File: src/rtl/vnorm_pkg.sv
package vnorm_pkg;

    // Largest number of components held for one vector.
    localparam int DIM = 8;
    localparam int IDX_W = (DIM > 1) ? $clog2(DIM) : 1;
    localparam int CNT_W = $clog2(DIM + 1);
    localparam logic [CNT_W-1:0] DIM_CNT = CNT_W'(DIM);

    localparam logic signed [31:0] DIFF_MAX = 32'sh7FFF_FFFF;
    localparam logic signed [31:0] DIFF_MIN = 32'sh8000_0000;
    localparam logic [30:0] UNIT_ONE = 31'h4000_0000;
    localparam logic [4:0] DIV_STEPS = 5'd30;

    typedef enum logic [1:0] {
        F_IDLE,
        F_SQ,
        F_ACC
    } f_state_t;

    typedef enum logic [2:0] {
        B_IDLE,
        B_SQRT,
        B_LOAD,
        B_DIV,
        B_EMIT
    } b_state_t;

    // One finished vector handed from the front part to the back part.
    typedef struct packed {
        logic [63:0] square_sum;
        logic [CNT_W-1:0] count;
        logic overflow;
    } job_t;

    typedef struct packed {
        logic busy;
        logic pop;
    } back_status_t;

endpackage

File: src/rtl/vnorm_front.sv
module vnorm_front (
    input  logic clk,
    input  logic rst_n,
    input  logic accept,
    input  logic signed [31:0] origin_coord,
    input  logic signed [31:0] point_coord,
    input  logic last_element,
    input  vnorm_pkg::back_status_t back_status,
    input  logic [vnorm_pkg::IDX_W-1:0] rd_idx,
    output logic signed [31:0] rd_data,
    output logic front_busy,
    output logic job_valid,
    output vnorm_pkg::job_t job
);

    vnorm_pkg::f_state_t state_reg, state_next;

    logic signed [31:0] diff_mem_reg [vnorm_pkg::DIM];
    logic [31:0] mag_reg;
    logic [63:0] sq_reg;
    logic [63:0] sum_reg;
    logic [vnorm_pkg::CNT_W-1:0] count_reg;
    logic ovf_reg;
    logic keep_reg;
    logic last_reg;
    logic job_valid_reg;
    vnorm_pkg::job_t job_reg;

    logic signed [32:0] diff_wide;
    logic signed [31:0] diff_sat;
    logic [64:0] sum_wide;
    logic [63:0] sum_sat;
    logic room;

    always_comb
    begin
        diff_wide = {point_coord[31], point_coord} - {origin_coord[31], origin_coord};
        if (diff_wide[32] != diff_wide[31])
        begin
            diff_sat = diff_wide[32] ? vnorm_pkg::DIFF_MIN : vnorm_pkg::DIFF_MAX;
        end
        else
        begin
            diff_sat = diff_wide[31:0];
        end
        room = (count_reg < vnorm_pkg::DIM_CNT);
        sum_wide = {1'b0, sum_reg} + {1'b0, sq_reg};
        sum_sat = sum_wide[64] ? {64{1'b1}} : sum_wide[63:0];
    end

    always_comb
    begin
        state_next = state_reg;
        unique case (state_reg)
            vnorm_pkg::F_IDLE: if (accept) state_next = vnorm_pkg::F_SQ;
            vnorm_pkg::F_SQ:   state_next = vnorm_pkg::F_ACC;
            vnorm_pkg::F_ACC:  state_next = vnorm_pkg::F_IDLE;
            default:           state_next = vnorm_pkg::F_IDLE;
        endcase
    end

    always_comb
    begin
        front_busy = (state_reg != vnorm_pkg::F_IDLE);
    end

    always_ff @(posedge clk or negedge rst_n)
    begin
        if (!rst_n)
        begin
            state_reg <= vnorm_pkg::F_IDLE;
            sum_reg <= '0;
            count_reg <= '0;
            ovf_reg <= 1'b0;
            job_valid_reg <= 1'b0;
        end
        else
        begin
            state_reg <= state_next;
            if (back_status.pop)
            begin
                job_valid_reg <= 1'b0;
            end
            if (state_reg == vnorm_pkg::F_IDLE && accept)
            begin
                if (room)
                begin
                    count_reg <= count_reg + 1'b1;
                end
                else
                begin
                    ovf_reg <= 1'b1;
                end
            end
            if (state_reg == vnorm_pkg::F_ACC)
            begin
                if (last_reg)
                begin
                    job_valid_reg <= 1'b1;
                    sum_reg <= '0;
                    count_reg <= '0;
                    ovf_reg <= 1'b0;
                end
                else
                begin
                    sum_reg <= sum_sat;
                end
            end
        end
    end

    always_ff @(posedge clk)
    begin
        if (state_reg == vnorm_pkg::F_IDLE && accept)
        begin
            keep_reg <= room;
            last_reg <= last_element;
            mag_reg <= diff_sat[31] ? (~diff_sat + 32'd1) : diff_sat;
            if (room)
            begin
                diff_mem_reg[count_reg[vnorm_pkg::IDX_W-1:0]] <= diff_sat;
            end
        end
        if (state_reg == vnorm_pkg::F_SQ)
        begin
            sq_reg <= keep_reg ? (64'(mag_reg) * 64'(mag_reg)) : 64'd0;
        end
        if (state_reg == vnorm_pkg::F_ACC && last_reg)
        begin
            job_reg.square_sum <= sum_sat;
            job_reg.count <= count_reg;
            job_reg.overflow <= ovf_reg;
        end
    end

    assign rd_data = diff_mem_reg[rd_idx];
    assign job_valid = job_valid_reg;
    assign job = job_reg;

endmodule

File: src/rtl/vnorm_back.sv
module vnorm_back (
    input  logic clk,
    input  logic rst_n,
    input  logic job_valid,
    input  vnorm_pkg::job_t job,
    input  logic signed [31:0] rd_data,
    output logic [vnorm_pkg::IDX_W-1:0] rd_idx,
    output vnorm_pkg::back_status_t back_status,
    output logic result_valid,
    output logic signed [31:0] unit_coord,
    output logic [31:0] vector_norm,
    output logic last_result,
    output logic zero_norm,
    output logic too_long
);

    vnorm_pkg::b_state_t state_reg, state_next;

    logic [63:0] rem_reg, rem_next;
    logic [63:0] root_reg, root_next;
    logic [63:0] probe_reg, probe_next;
    logic [vnorm_pkg::CNT_W-1:0] n_reg;
    logic ovf_reg;
    logic [vnorm_pkg::IDX_W-1:0] idx_reg, idx_next;
    logic [31:0] dmag_reg, dmag_next;
    logic neg_reg, neg_next;
    logic sat_reg, sat_next;
    logic [32:0] r_reg, r_next;
    logic [30:0] quo_reg, quo_next;
    logic [4:0] step_reg, step_next;
    logic valid_reg;

    logic [63:0] trial;
    logic [32:0] r_shift;
    logic [31:0] norm;
    logic is_zero;
    logic is_last;
    logic [30:0] q_clip;
    logic [31:0] mag_in;

    assign norm = root_reg[31:0];
    assign is_zero = (norm == 32'd0);
    assign is_last = (vnorm_pkg::CNT_W'(idx_reg) + vnorm_pkg::CNT_W'(1)) == n_reg;

    always_comb
    begin
        state_next = state_reg;
        unique case (state_reg)
            vnorm_pkg::B_IDLE: if (job_valid) state_next = vnorm_pkg::B_SQRT;
            vnorm_pkg::B_SQRT: if (probe_reg[0]) state_next = vnorm_pkg::B_LOAD;
            vnorm_pkg::B_LOAD: state_next = vnorm_pkg::B_DIV;
            vnorm_pkg::B_DIV:
                if (is_zero || sat_reg || step_reg == vnorm_pkg::DIV_STEPS)
                begin
                    state_next = vnorm_pkg::B_EMIT;
                end
            vnorm_pkg::B_EMIT:
                state_next = is_last ? vnorm_pkg::B_IDLE : vnorm_pkg::B_LOAD;
            default: state_next = vnorm_pkg::B_IDLE;
        endcase
    end

    always_comb
    begin
        rem_next = rem_reg;
        root_next = root_reg;
        probe_next = probe_reg;
        idx_next = idx_reg;
        dmag_next = dmag_reg;
        neg_next = neg_reg;
        sat_next = sat_reg;
        r_next = r_reg;
        quo_next = quo_reg;
        step_next = step_reg;
        trial = root_reg + probe_reg;
        r_shift = {r_reg[31:0], (step_reg == 5'd0) ? dmag_reg[0] : 1'b0};
        mag_in = rd_data[31] ? (~rd_data + 32'd1) : rd_data;
        unique case (state_reg)
            vnorm_pkg::B_IDLE:
            begin
                rem_next = job.square_sum;
                root_next = '0;
                probe_next = 64'h4000_0000_0000_0000;
                idx_next = '0;
            end
            vnorm_pkg::B_SQRT:
            begin
                if (rem_reg >= trial)
                begin
                    rem_next = rem_reg - trial;
                    root_next = (root_reg >> 1) + probe_reg;
                end
                else
                begin
                    root_next = root_reg >> 1;
                end
                probe_next = probe_reg >> 2;
            end
            vnorm_pkg::B_LOAD:
            begin
                // Quotient reaches 2^31 or more exactly when mag >= 2 * norm.
                dmag_next = mag_in;
                neg_next = rd_data[31];
                sat_next = ({1'b0, mag_in} >= {norm, 1'b0});
                r_next = {2'b00, mag_in[31:1]};
                quo_next = '0;
                step_next = '0;
            end
            vnorm_pkg::B_DIV:
            begin
                if (r_shift >= {1'b0, norm})
                begin
                    r_next = r_shift - {1'b0, norm};
                    quo_next = {quo_reg[29:0], 1'b1};
                end
                else
                begin
                    r_next = r_shift;
                    quo_next = {quo_reg[29:0], 1'b0};
                end
                step_next = step_reg + 5'd1;
            end
            vnorm_pkg::B_EMIT:
            begin
                idx_next = idx_reg + 1'b1;
            end
            default:
            begin
            end
        endcase
    end

    always_ff @(posedge clk or negedge rst_n)
    begin
        if (!rst_n)
        begin
            state_reg <= vnorm_pkg::B_IDLE;
            valid_reg <= 1'b0;
        end
        else
        begin
            state_reg <= state_next;
            valid_reg <= (state_reg == vnorm_pkg::B_EMIT);
        end
    end

    always_ff @(posedge clk)
    begin
        rem_reg <= rem_next;
        root_reg <= root_next;
        probe_reg <= probe_next;
        idx_reg <= idx_next;
        dmag_reg <= dmag_next;
        neg_reg <= neg_next;
        sat_reg <= sat_next;
        r_reg <= r_next;
        quo_reg <= quo_next;
        step_reg <= step_next;
        if (state_reg == vnorm_pkg::B_IDLE && job_valid)
        begin
            n_reg <= job.count;
            ovf_reg <= job.overflow;
        end
        if (state_reg == vnorm_pkg::B_EMIT)
        begin
            if (is_zero)
            begin
                unit_coord <= '0;
            end
            else
            begin
                unit_coord <= neg_reg ? -$signed({1'b0, q_clip}) : $signed({1'b0, q_clip});
            end
            vector_norm <= norm;
            last_result <= is_last;
            zero_norm <= is_zero;
            too_long <= ovf_reg;
        end
    end

    assign q_clip = (sat_reg || quo_reg > vnorm_pkg::UNIT_ONE) ? vnorm_pkg::UNIT_ONE : quo_reg;
    assign rd_idx = idx_reg;
    assign back_status.busy = (state_reg != vnorm_pkg::B_IDLE);
    assign back_status.pop = (state_reg == vnorm_pkg::B_IDLE) && job_valid;
    assign result_valid = valid_reg;

endmodule

File: src/rtl/vector_normalize_about_origin_top.sv
// Euclidean normalisation of the vector from an origin to a point. Each input beat carries
// one origin component and one point component; their difference (saturated to Q16.16) is
// kept and its square added to a saturating sum. Each beat passes through the front part's
// accept (with difference), square and sum states, and busy is high while it is squared
// and summed. On the beat marked last the back part picks the vector up and takes its
// square root, then emits one result beat per kept component, each the component divided
// by the norm in signed Q2.30. Each component passes through the shared restoring divider
// (load, 31 divide steps, emit); the steps are cut short when the norm is zero or the
// quotient would reach two. Quotients above one are clipped to one. busy stays high from
// the last beat until the cycle in which the final result is shown, because the stored
// differences are in use. Results are shown for one cycle with result_valid; the receiver
// cannot stall and must take them as they come. Components beyond the buffer depth are
// dropped and too_long is reported on every result of that vector.
module vector_normalize_about_origin_top (
    input  logic clk,
    input  logic rst_n,
    input  logic start,
    output logic busy,
    input  logic signed [31:0] origin_coord,
    input  logic signed [31:0] point_coord,
    input  logic last_element,
    output logic result_valid,
    output logic signed [31:0] unit_coord,
    output logic [31:0] vector_norm,
    output logic last_result,
    output logic zero_norm,
    output logic too_long
);

    logic front_busy;
    logic job_valid;
    vnorm_pkg::job_t job;
    vnorm_pkg::back_status_t back_status;
    logic [vnorm_pkg::IDX_W-1:0] rd_idx;
    logic signed [31:0] rd_data;
    logic accept;

    // New beats wait while the front part is busy or a vector is queued or being emitted, so the buffer is stable.
    assign busy = front_busy || job_valid || back_status.busy;
    assign accept = start && !busy;

    vnorm_front u_front (
        .clk          (clk),
        .rst_n        (rst_n),
        .accept       (accept),
        .origin_coord (origin_coord),
        .point_coord  (point_coord),
        .last_element (last_element),
        .back_status  (back_status),
        .rd_idx       (rd_idx),
        .rd_data      (rd_data),
        .front_busy   (front_busy),
        .job_valid    (job_valid),
        .job          (job)
    );

    vnorm_back u_back (
        .clk          (clk),
        .rst_n        (rst_n),
        .job_valid    (job_valid),
        .job          (job),
        .rd_data      (rd_data),
        .rd_idx       (rd_idx),
        .back_status  (back_status),
        .result_valid (result_valid),
        .unit_coord   (unit_coord),
        .vector_norm  (vector_norm),
        .last_result  (last_result),
        .zero_norm    (zero_norm),
        .too_long     (too_long)
    );

endmodule

File: config.mk
export PLATFORM = sky130hd
export DESIGN_NAME = vector_normalize_about_origin_top
export DESIGN_NICKNAME = d
export VERILOG_FILES = /design/src/rtl/vnorm_pkg.sv /design/src/rtl/vnorm_front.sv /design/src/rtl/vnorm_back.sv /design/src/rtl/vector_normalize_about_origin_top.sv
export SDC_FILE = /design/constraint.sdc
export NUM_CORES = 2
export LEC_CHECK = 0
export ABC_CLOCK_PERIOD_IN_PS = 12300
export BUFFER_PORTS_ARGS = -buffer_cell sky130_fd_sc_hd__buf_2
export CORE_ASPECT_RATIO = 0.7
export CORE_UTILIZATION = 50
export CTS_BUF_LIST = sky130_fd_sc_hd__clkbuf_8
export DETAILED_ROUTE_END_ITERATION = 6
export PLACE_DENSITY = 0.66
export REMOVE_ABC_BUFFERS = 1
export SYNTH_ARGS = -nofsm -noshare
export SYNTH_HDL_FRONTEND = slang
export SYNTH_HIERARCHICAL = 1
export SYNTH_SLANG_ARGS = --single-unit
File: constraint.sdc
create_clock -name clk -period 12.3 [get_ports clk]
set_input_delay 0 -clock clk [delete_from_list [all_inputs] [get_ports clk]]
set_output_delay 0 -clock clk [all_outputs]
set_load 0.02 [all_outputs]
# --- After elaboration in Yosys (flattened, before gate mapping) ---
# Memories as Yosys holds them, arrays and structs flattened. A register that Yosys moved wholly into a read port is not among the register bits.
# Cells that the tools add are included.
op_classes:
  n_lt_le_gt_ge: 5
  n_reduce_logical: 22
  n_mux: 42
  n_bitwise: 3
  eq_ne: 14
  mul: 1
  n_addsub: 13
op_table:
  columns: ["op", "n"]
  rows:
  - ["$pmux W64 S2", 3]
  - ["$mux W64", 4]
  - ["$mux W32", 4]
  - ["$mux W31", 3]
  - ["$add A64 B64 Y65", 1]
  - ["$add A32 B1 Y32 const B", 2]
  - ["$add A63 B64 Y64", 1]
  - ["$add A64 B64 Y64", 1]
  - ["$ge A64 B64 Y1", 1]
  - ["$mul A32 B32 Y64", 1]
  - ["$not A32 Y32", 2]
  - ["$pmux W32 S2", 1]
  - ["$sub A64 B64 Y64", 1]
  - ["$pmux W31 S2", 1]
  - ["$ge A32 B33 Y1", 1]
  - ["$ge A33 B32 Y1", 1]
  - ["$sub A32 B32 Y33", 1]
  - ["$logic_not A32 Y1", 1]
  - ["$neg A31 Y32", 1]
  - ["$sub A32 B32 Y32", 1]
  - ["$gt A31 B31 Y1 const B", 1]
  - ["$mux W4", 4]
  - ["$pmux W3 S5", 1]
  - ["$mux W1", 12]
  - ["other kinds (32)", 50]
totals:
  ff_bits: 581
  ramBits: 256
  memories: 1
  elab_cells: 134
  in_bits: 68
mem_list:
  columns: ["memory", "words", "word_bits", "rd", "rd_ports_with_merged_regs", "wr", "line", "rtl"]
  rows:
  - ["u_front.diff_mem_reg", 8, 32, 1, 1, 1, "vnorm_front.sv:18", "logic signed [31:0] diff_mem_reg [vnorm_pkg::DIM];"]

# --- Depth between registers and ports, before layout ---
depth:
  depth_word: 9
  mapped_depth: 31

# --- Modules after synthesis ---
# The synthesis kept the hierarchy.
by_module_without_submodules:
  columns: ["mod", "cells_per_inst", "instances", "area_each_um2", "seq_area_each_um2"]
  rows:
  - ["vnorm_front", 5010, 1, 53919.2, 14473.9]
  - ["vnorm_back", 2773, 1, 24822.6, 9288.9]
  - ["vector_normalize_about_origin_top", 2, 1, 15.0, 0.0]

# --- Worst setup path after synthesis ---
# OpenSTA, ideal clock, no wires.
synth_timing:
  path_kind: "register -> register"
  start: "register u_back.root_reg[2]"
  end: "register u_back.rem_reg[0], enable pin"
  t_arrival_ps: 9228
  setup_slack_ps: 2498
  n_path_buf: 3
  stages_incl_launch_ff: 23
  setup_time_ps: 575
  cell_sequence: "edfxtp_1 > ha_1 > a21o_1 > a31oi_1 > o41ai_1 > a211oi_1 > nor2_1 > a41oi_1 > a21o_1 > o21a_1 > nor4b_1 > a211oi_1 > ha_1 > clkbuf_1 > nand2_1 > o21ai_0 > a21oi_1 > o21a_1 > o21ai_0 > a211oi_2 > clkbuf_1 > clkbuf_1 > o21ai_0"
synth_via:
  elab_chain_cells: 4
synth_rtl:
  columns: ["element", "line", "rtl"]
  rows:
  - ["start, declared", "vnorm_back.sv:20", "logic [63:0] root_reg, root_next;"]
  - ["start signal, assigned", "vnorm_back.sv:150", "root_reg <= root_next;"]
  - ["$add A64 B64 Y64", "vnorm_back.sv:75", "trial = root_reg + probe_reg;"]
  - ["$ge A64 B64 Y1", "vnorm_back.sv:88", "if (rem_reg >= trial)"]
  - ["$ne A2 B1 Y1 (no source line)", null, null]
  - ["$reduce_and A2 Y1 (no source line)", null, null]
  - ["end signal, assigned", "vnorm_back.sv:149", "rem_reg <= rem_next;"]
  - ["end, declared", "vnorm_back.sv:19", "logic [63:0] rem_reg, rem_next;"]
# Every way passes these cells.
# A chain may end at the register's enable or synchronous reset.

# --- Worst setup path after layout ---
layout_timing:
  start: "register u_front.mag_reg[4]"
  end: "register u_front.sq_reg[63] (data pin)"
layout_via:
  elab_chain_cells: 1
layout_rtl:
  columns: ["element", "line", "rtl"]
  rows:
  - ["start, declared", "vnorm_front.sv:19", "logic [31:0] mag_reg;"]
  - ["start signal, assigned", "vnorm_front.sv:118", "mag_reg <= diff_sat[31] ? (~diff_sat + 32'd1) : diff_sat;"]
  - ["$mul A32 B32 Y64", "vnorm_front.sv:126", "sq_reg <= keep_reg ? (64'(mag_reg) * 64'(mag_reg)) : 64'd0;"]
  - ["end signal, assigned", "vnorm_front.sv:126", null]
  - ["end, declared", "vnorm_front.sv:20", "logic [63:0] sq_reg;"]
# Every way passes these cells.

==> results_dict.tcl <==
set metrics [dict create \
    status "completed" \
    max-cap-violations 0 \
    cts.sinks 804 \
    path_delay_family "adder cells" \
    r2r_slack_ns 2.29 \
    yosysUniqueCellTypes 113 \
    syn_area_per_cell_sq_um 10.1 \
    hold_violations 0 \
    layout.area.seq_sq_mm 0.0238 \
    netlist_area_sq_mm 0.0788 \
    synth_top_area_frac 0.278 \
    path_buf_inv 3 \
    startpoint "u_front/mag_reg[4]$_DFFE_PP_" \
    worstReg2RegStart "u_front/mag_reg[4]$_DFFE_PP_" \
    crit_path_start_kind "register" \
    fp.dieArea_sq_mm 0.159 \
    dr.pass1.iters 6 \
    regToRegEndpoint "u_front/sq_reg[63]$_SDFFCE_PN0N_" \
    die_h_microns 334 \
    final_cell_count_no_fill 10000 \
    cts_resized 0 \
    synth_edf_count 728 \
    drive_above_1_share 0.0781 \
    slew_headroom 0.130 \
    fmax_mhz 99.9 \
    hold_path.startpoint "point_coord[25]" \
    drt_wl_total_mm 230 \
    finalMaxSlewViolations 0 \
    rsz0062_at_grt "no" \
    grt_overflow 0 \
    cts_tree "done" \
    initial_core_util 0.505 \
    track_usage 0.291 \
    whs_ns 0.0913 \
    slowest_stage "o31ai_1" \
    hold_class "primary input to register" \
    yosysSeqAreaShare 0.302 \
    critPathRequiredTime_ns 12.87 \
    ys.flop_type "edfxtp_1" \
    yosys_warnings 6 \
    final_util 0.539 \
    dp.cells 9779 \
    fin_nets 9274 \
    finalCriticalPeriod_ns 10.01 \
    path_common_cell "fa_1" \
    setup_violations 0 \
    synthArstFlopShare 0.0945 \
    worst_pin_slew_ns 1.29 \
    grt_start_max_net_pins 76 \
    antenna_found_initial 7 \
    ant_nets 0 \
    cp_data_arrival_time_ns 10.58 \
    clk_pin_slew_ns 0.07 \
    crit_type "register to register" \
    reg2regPathDepth 26 \
    largest_reg_flops 256 \
    critPathCaptureType "register" \
    yosysTopAreaCell "edfxtp_1" \
    skew_ns 0.0908 \
    coreArea_sq_mm 0.156 \
    vias_per_cell 5.93 \
    clock_latency_ns 0.89 \
    ctsLongestPathBuffers 3 \
    dp_hpwl_mm 178 \
    drc 0 \
    slowest_delay_ns 1.04 \
    vias 59400 \
    area_growth_pct 6.68 \
    n_fill_cell 13800 \
    io_buffers 136 \
    grt_pass1_wl_mm 357 \
    grt_pass1_vias 59400 \
    htreeDepth 3 \
    holdPathEnd "u_front/diff_mem_reg[2][25]$_DFFE_PP_" \
    cts_buffers 119 \
    synthCells 7785 \
    cts-root-buf "clkbuf_8" \
    num_rows 121 \
    min_path_cells 6 \
    drt-initial-drc-count 6275 \
    multi_input_area_sq_mm 0.0496 \
    fin_crit_sh 0.814 \
    ys_ff_latch 804 \
    ios 137 \
    yosys-top-cells-area "edfxtp_1 28%, fa_1 20%, ha_1 9.5%, inv_1 5.3%, nand2_1 3.3%" \
    wl_per_cell_microns 23.0 \
    crit_fanout 20 \
    die_w_microns 476 \
    routabilityCongestion 0.971 \
]
-- stage by stage --
step / instance area (sq um) / TNS, ns / worst slack (ns)
floorplan: 77400 / -50.29 / -0.786
global placement: 81600 / 0 / 2.85
detailed placement: 81600 / 0 / 2.62
CTS: 84000 / 0 / 2.54
global route: 84000 / 0 / 2.04
finish: 84000 / 0 / 2.29
-- cells by family (layout without fill, tap and decap cells) --
| logic type | count (synthesis) | in the layout | share of synthesized area |
|---|---|---|---|
| muxes | 124 | 124 | 0.0265 |
| buffers and inverters | 1451 | 1580 | 0.0709 |
| AOI/OAI and AO/OA | 1516 | 1516 | 0.126 |
| and+or+nand+nor | 2054 | 2054 | 0.129 |
| other | 0 | 5 | 0 |
| DFF | 804 | 804 | 0.302 |
| adders and majority gates | 1391 | 1391 | 0.297 |
| xor gates and xnor gates | 445 | 445 | 0.0495 |
-- area by class of cell --
cell class | instances | share of cell area
multi-input combinational | 5530 | 0.590
inverter | 1121 | 0.0501
tap | 2091 | 0.0311
sequential | 804 | 0.283
timing repair buffer | 239 | 0.0176
clock inverter | 93 | 0.00748
clock buffer | 127 | 0.0208
antenna | 5 | 0.000149
-- worst min-delay path, delay by kind of cell --
kind / cells / cell delay, ns
buffers and inverters: 3 / 0.37
adders and majority gates: 1 / 0.24
AOI/OAI and AO/OA: 1 / 0.08
and+or+nand+nor: 1 / 0.06
-- cell usage in the layout (no fill, tap or decap), types with 52 or more instances in the layout --
cell / Yosys / routed
inv_1: 1121 / 1158
fa_1: 794 / 794
edfxtp_1: 728 / 728
nand2_1: 695 / 695
ha_1: 597 / 597
nor2_1: 393 / 384
a21oi_1: 383 / 383
o21ai_0: 330 / 326
and2_1: 316 / 315
xnor2_1: 248 / 248
a21o_1: 202 / 202
xor2_1: 197 / 197
buf_2: 4 / 135
clkbuf_8: 7 / 127
a31oi_1: 111 / 110
and3_1: 108 / 108
nand4_1: 105 / 105
buf_4: 7 / 98
nand3_1: 90 / 90
dfrtp_1: 76 / 75
nor3_1: 66 / 64
mux4_2: 64 / 64
a22o_1: 54 / 54
a211oi_1: 53 / 53
nor2b_1: 55 / 53
nand2b_1: 53 / 52
o21bai_1: 52 / 52
-- Yosys cell counts (13+ instances only) --
master	instances
ha_1	597
nand2_1	695
inv_1	1121
xnor2_1	248
a21o_1	202
nor2b_1	55
or3_1	39
nand2b_1	53
nor2_1	393
and4_1	18
fa_1	794
clkbuf_1	295
a41oi_1	13
and3_1	108
nand4_1	105
nand3_1	90
o31ai_1	39
mux2_2	35
a31o_2	30
dfrtp_1	76
o21ai_0	330
or2_2	21
or4_1	14
mux4_2	64
a22o_1	54
o21bai_1	52
o21a_1	37
edfxtp_1	728
a31oi_1	111
nor4_1	28
a211oi_1	53
a21boi_0	18
o41ai_1	18
xor2_1	197
nor3_1	66
and2_1	316
mux2i_1	25
o211ai_1	21
a21oi_1	383
-- metal layers --
metal,vias up,wire length (microns),track usage
li1,26700,-,-
met5,-,72,0.00330
met3,283,25800,0.0771
met4,2,4160,0.0574
met2,2746,93000,0.405
met1,29700,107000,0.451
-- worst max-delay path by stage --
stage,endpoint,slack [ns],cells after the start
floorplan,u_back/rem_reg[0]$_DFFE_PP_,-0.79,4
global placement,u_front/sq_reg[63]$_SDFFCE_PN0N_,2.85,26
detailed placement,u_front/sq_reg[63]$_SDFFCE_PN0N_,2.62,26
CTS,u_front/sq_reg[63]$_SDFFCE_PN0N_,2.54,26
global route,u_front/sq_reg[63]$_SDFFCE_PN0N_,2.04,27
finish,u_front/sq_reg[63]$_SDFFCE_PN0N_,2.29,26
-- what timing repair did --
item,in CTS,in global routing
buffers inserted,0,0
hold endpoints to repair,81,0
hold buffers,6,0
Power is left out: the tool's default activity adds up to more than one toggle a clock period on the data nets, which glitch-free logic cannot reach.
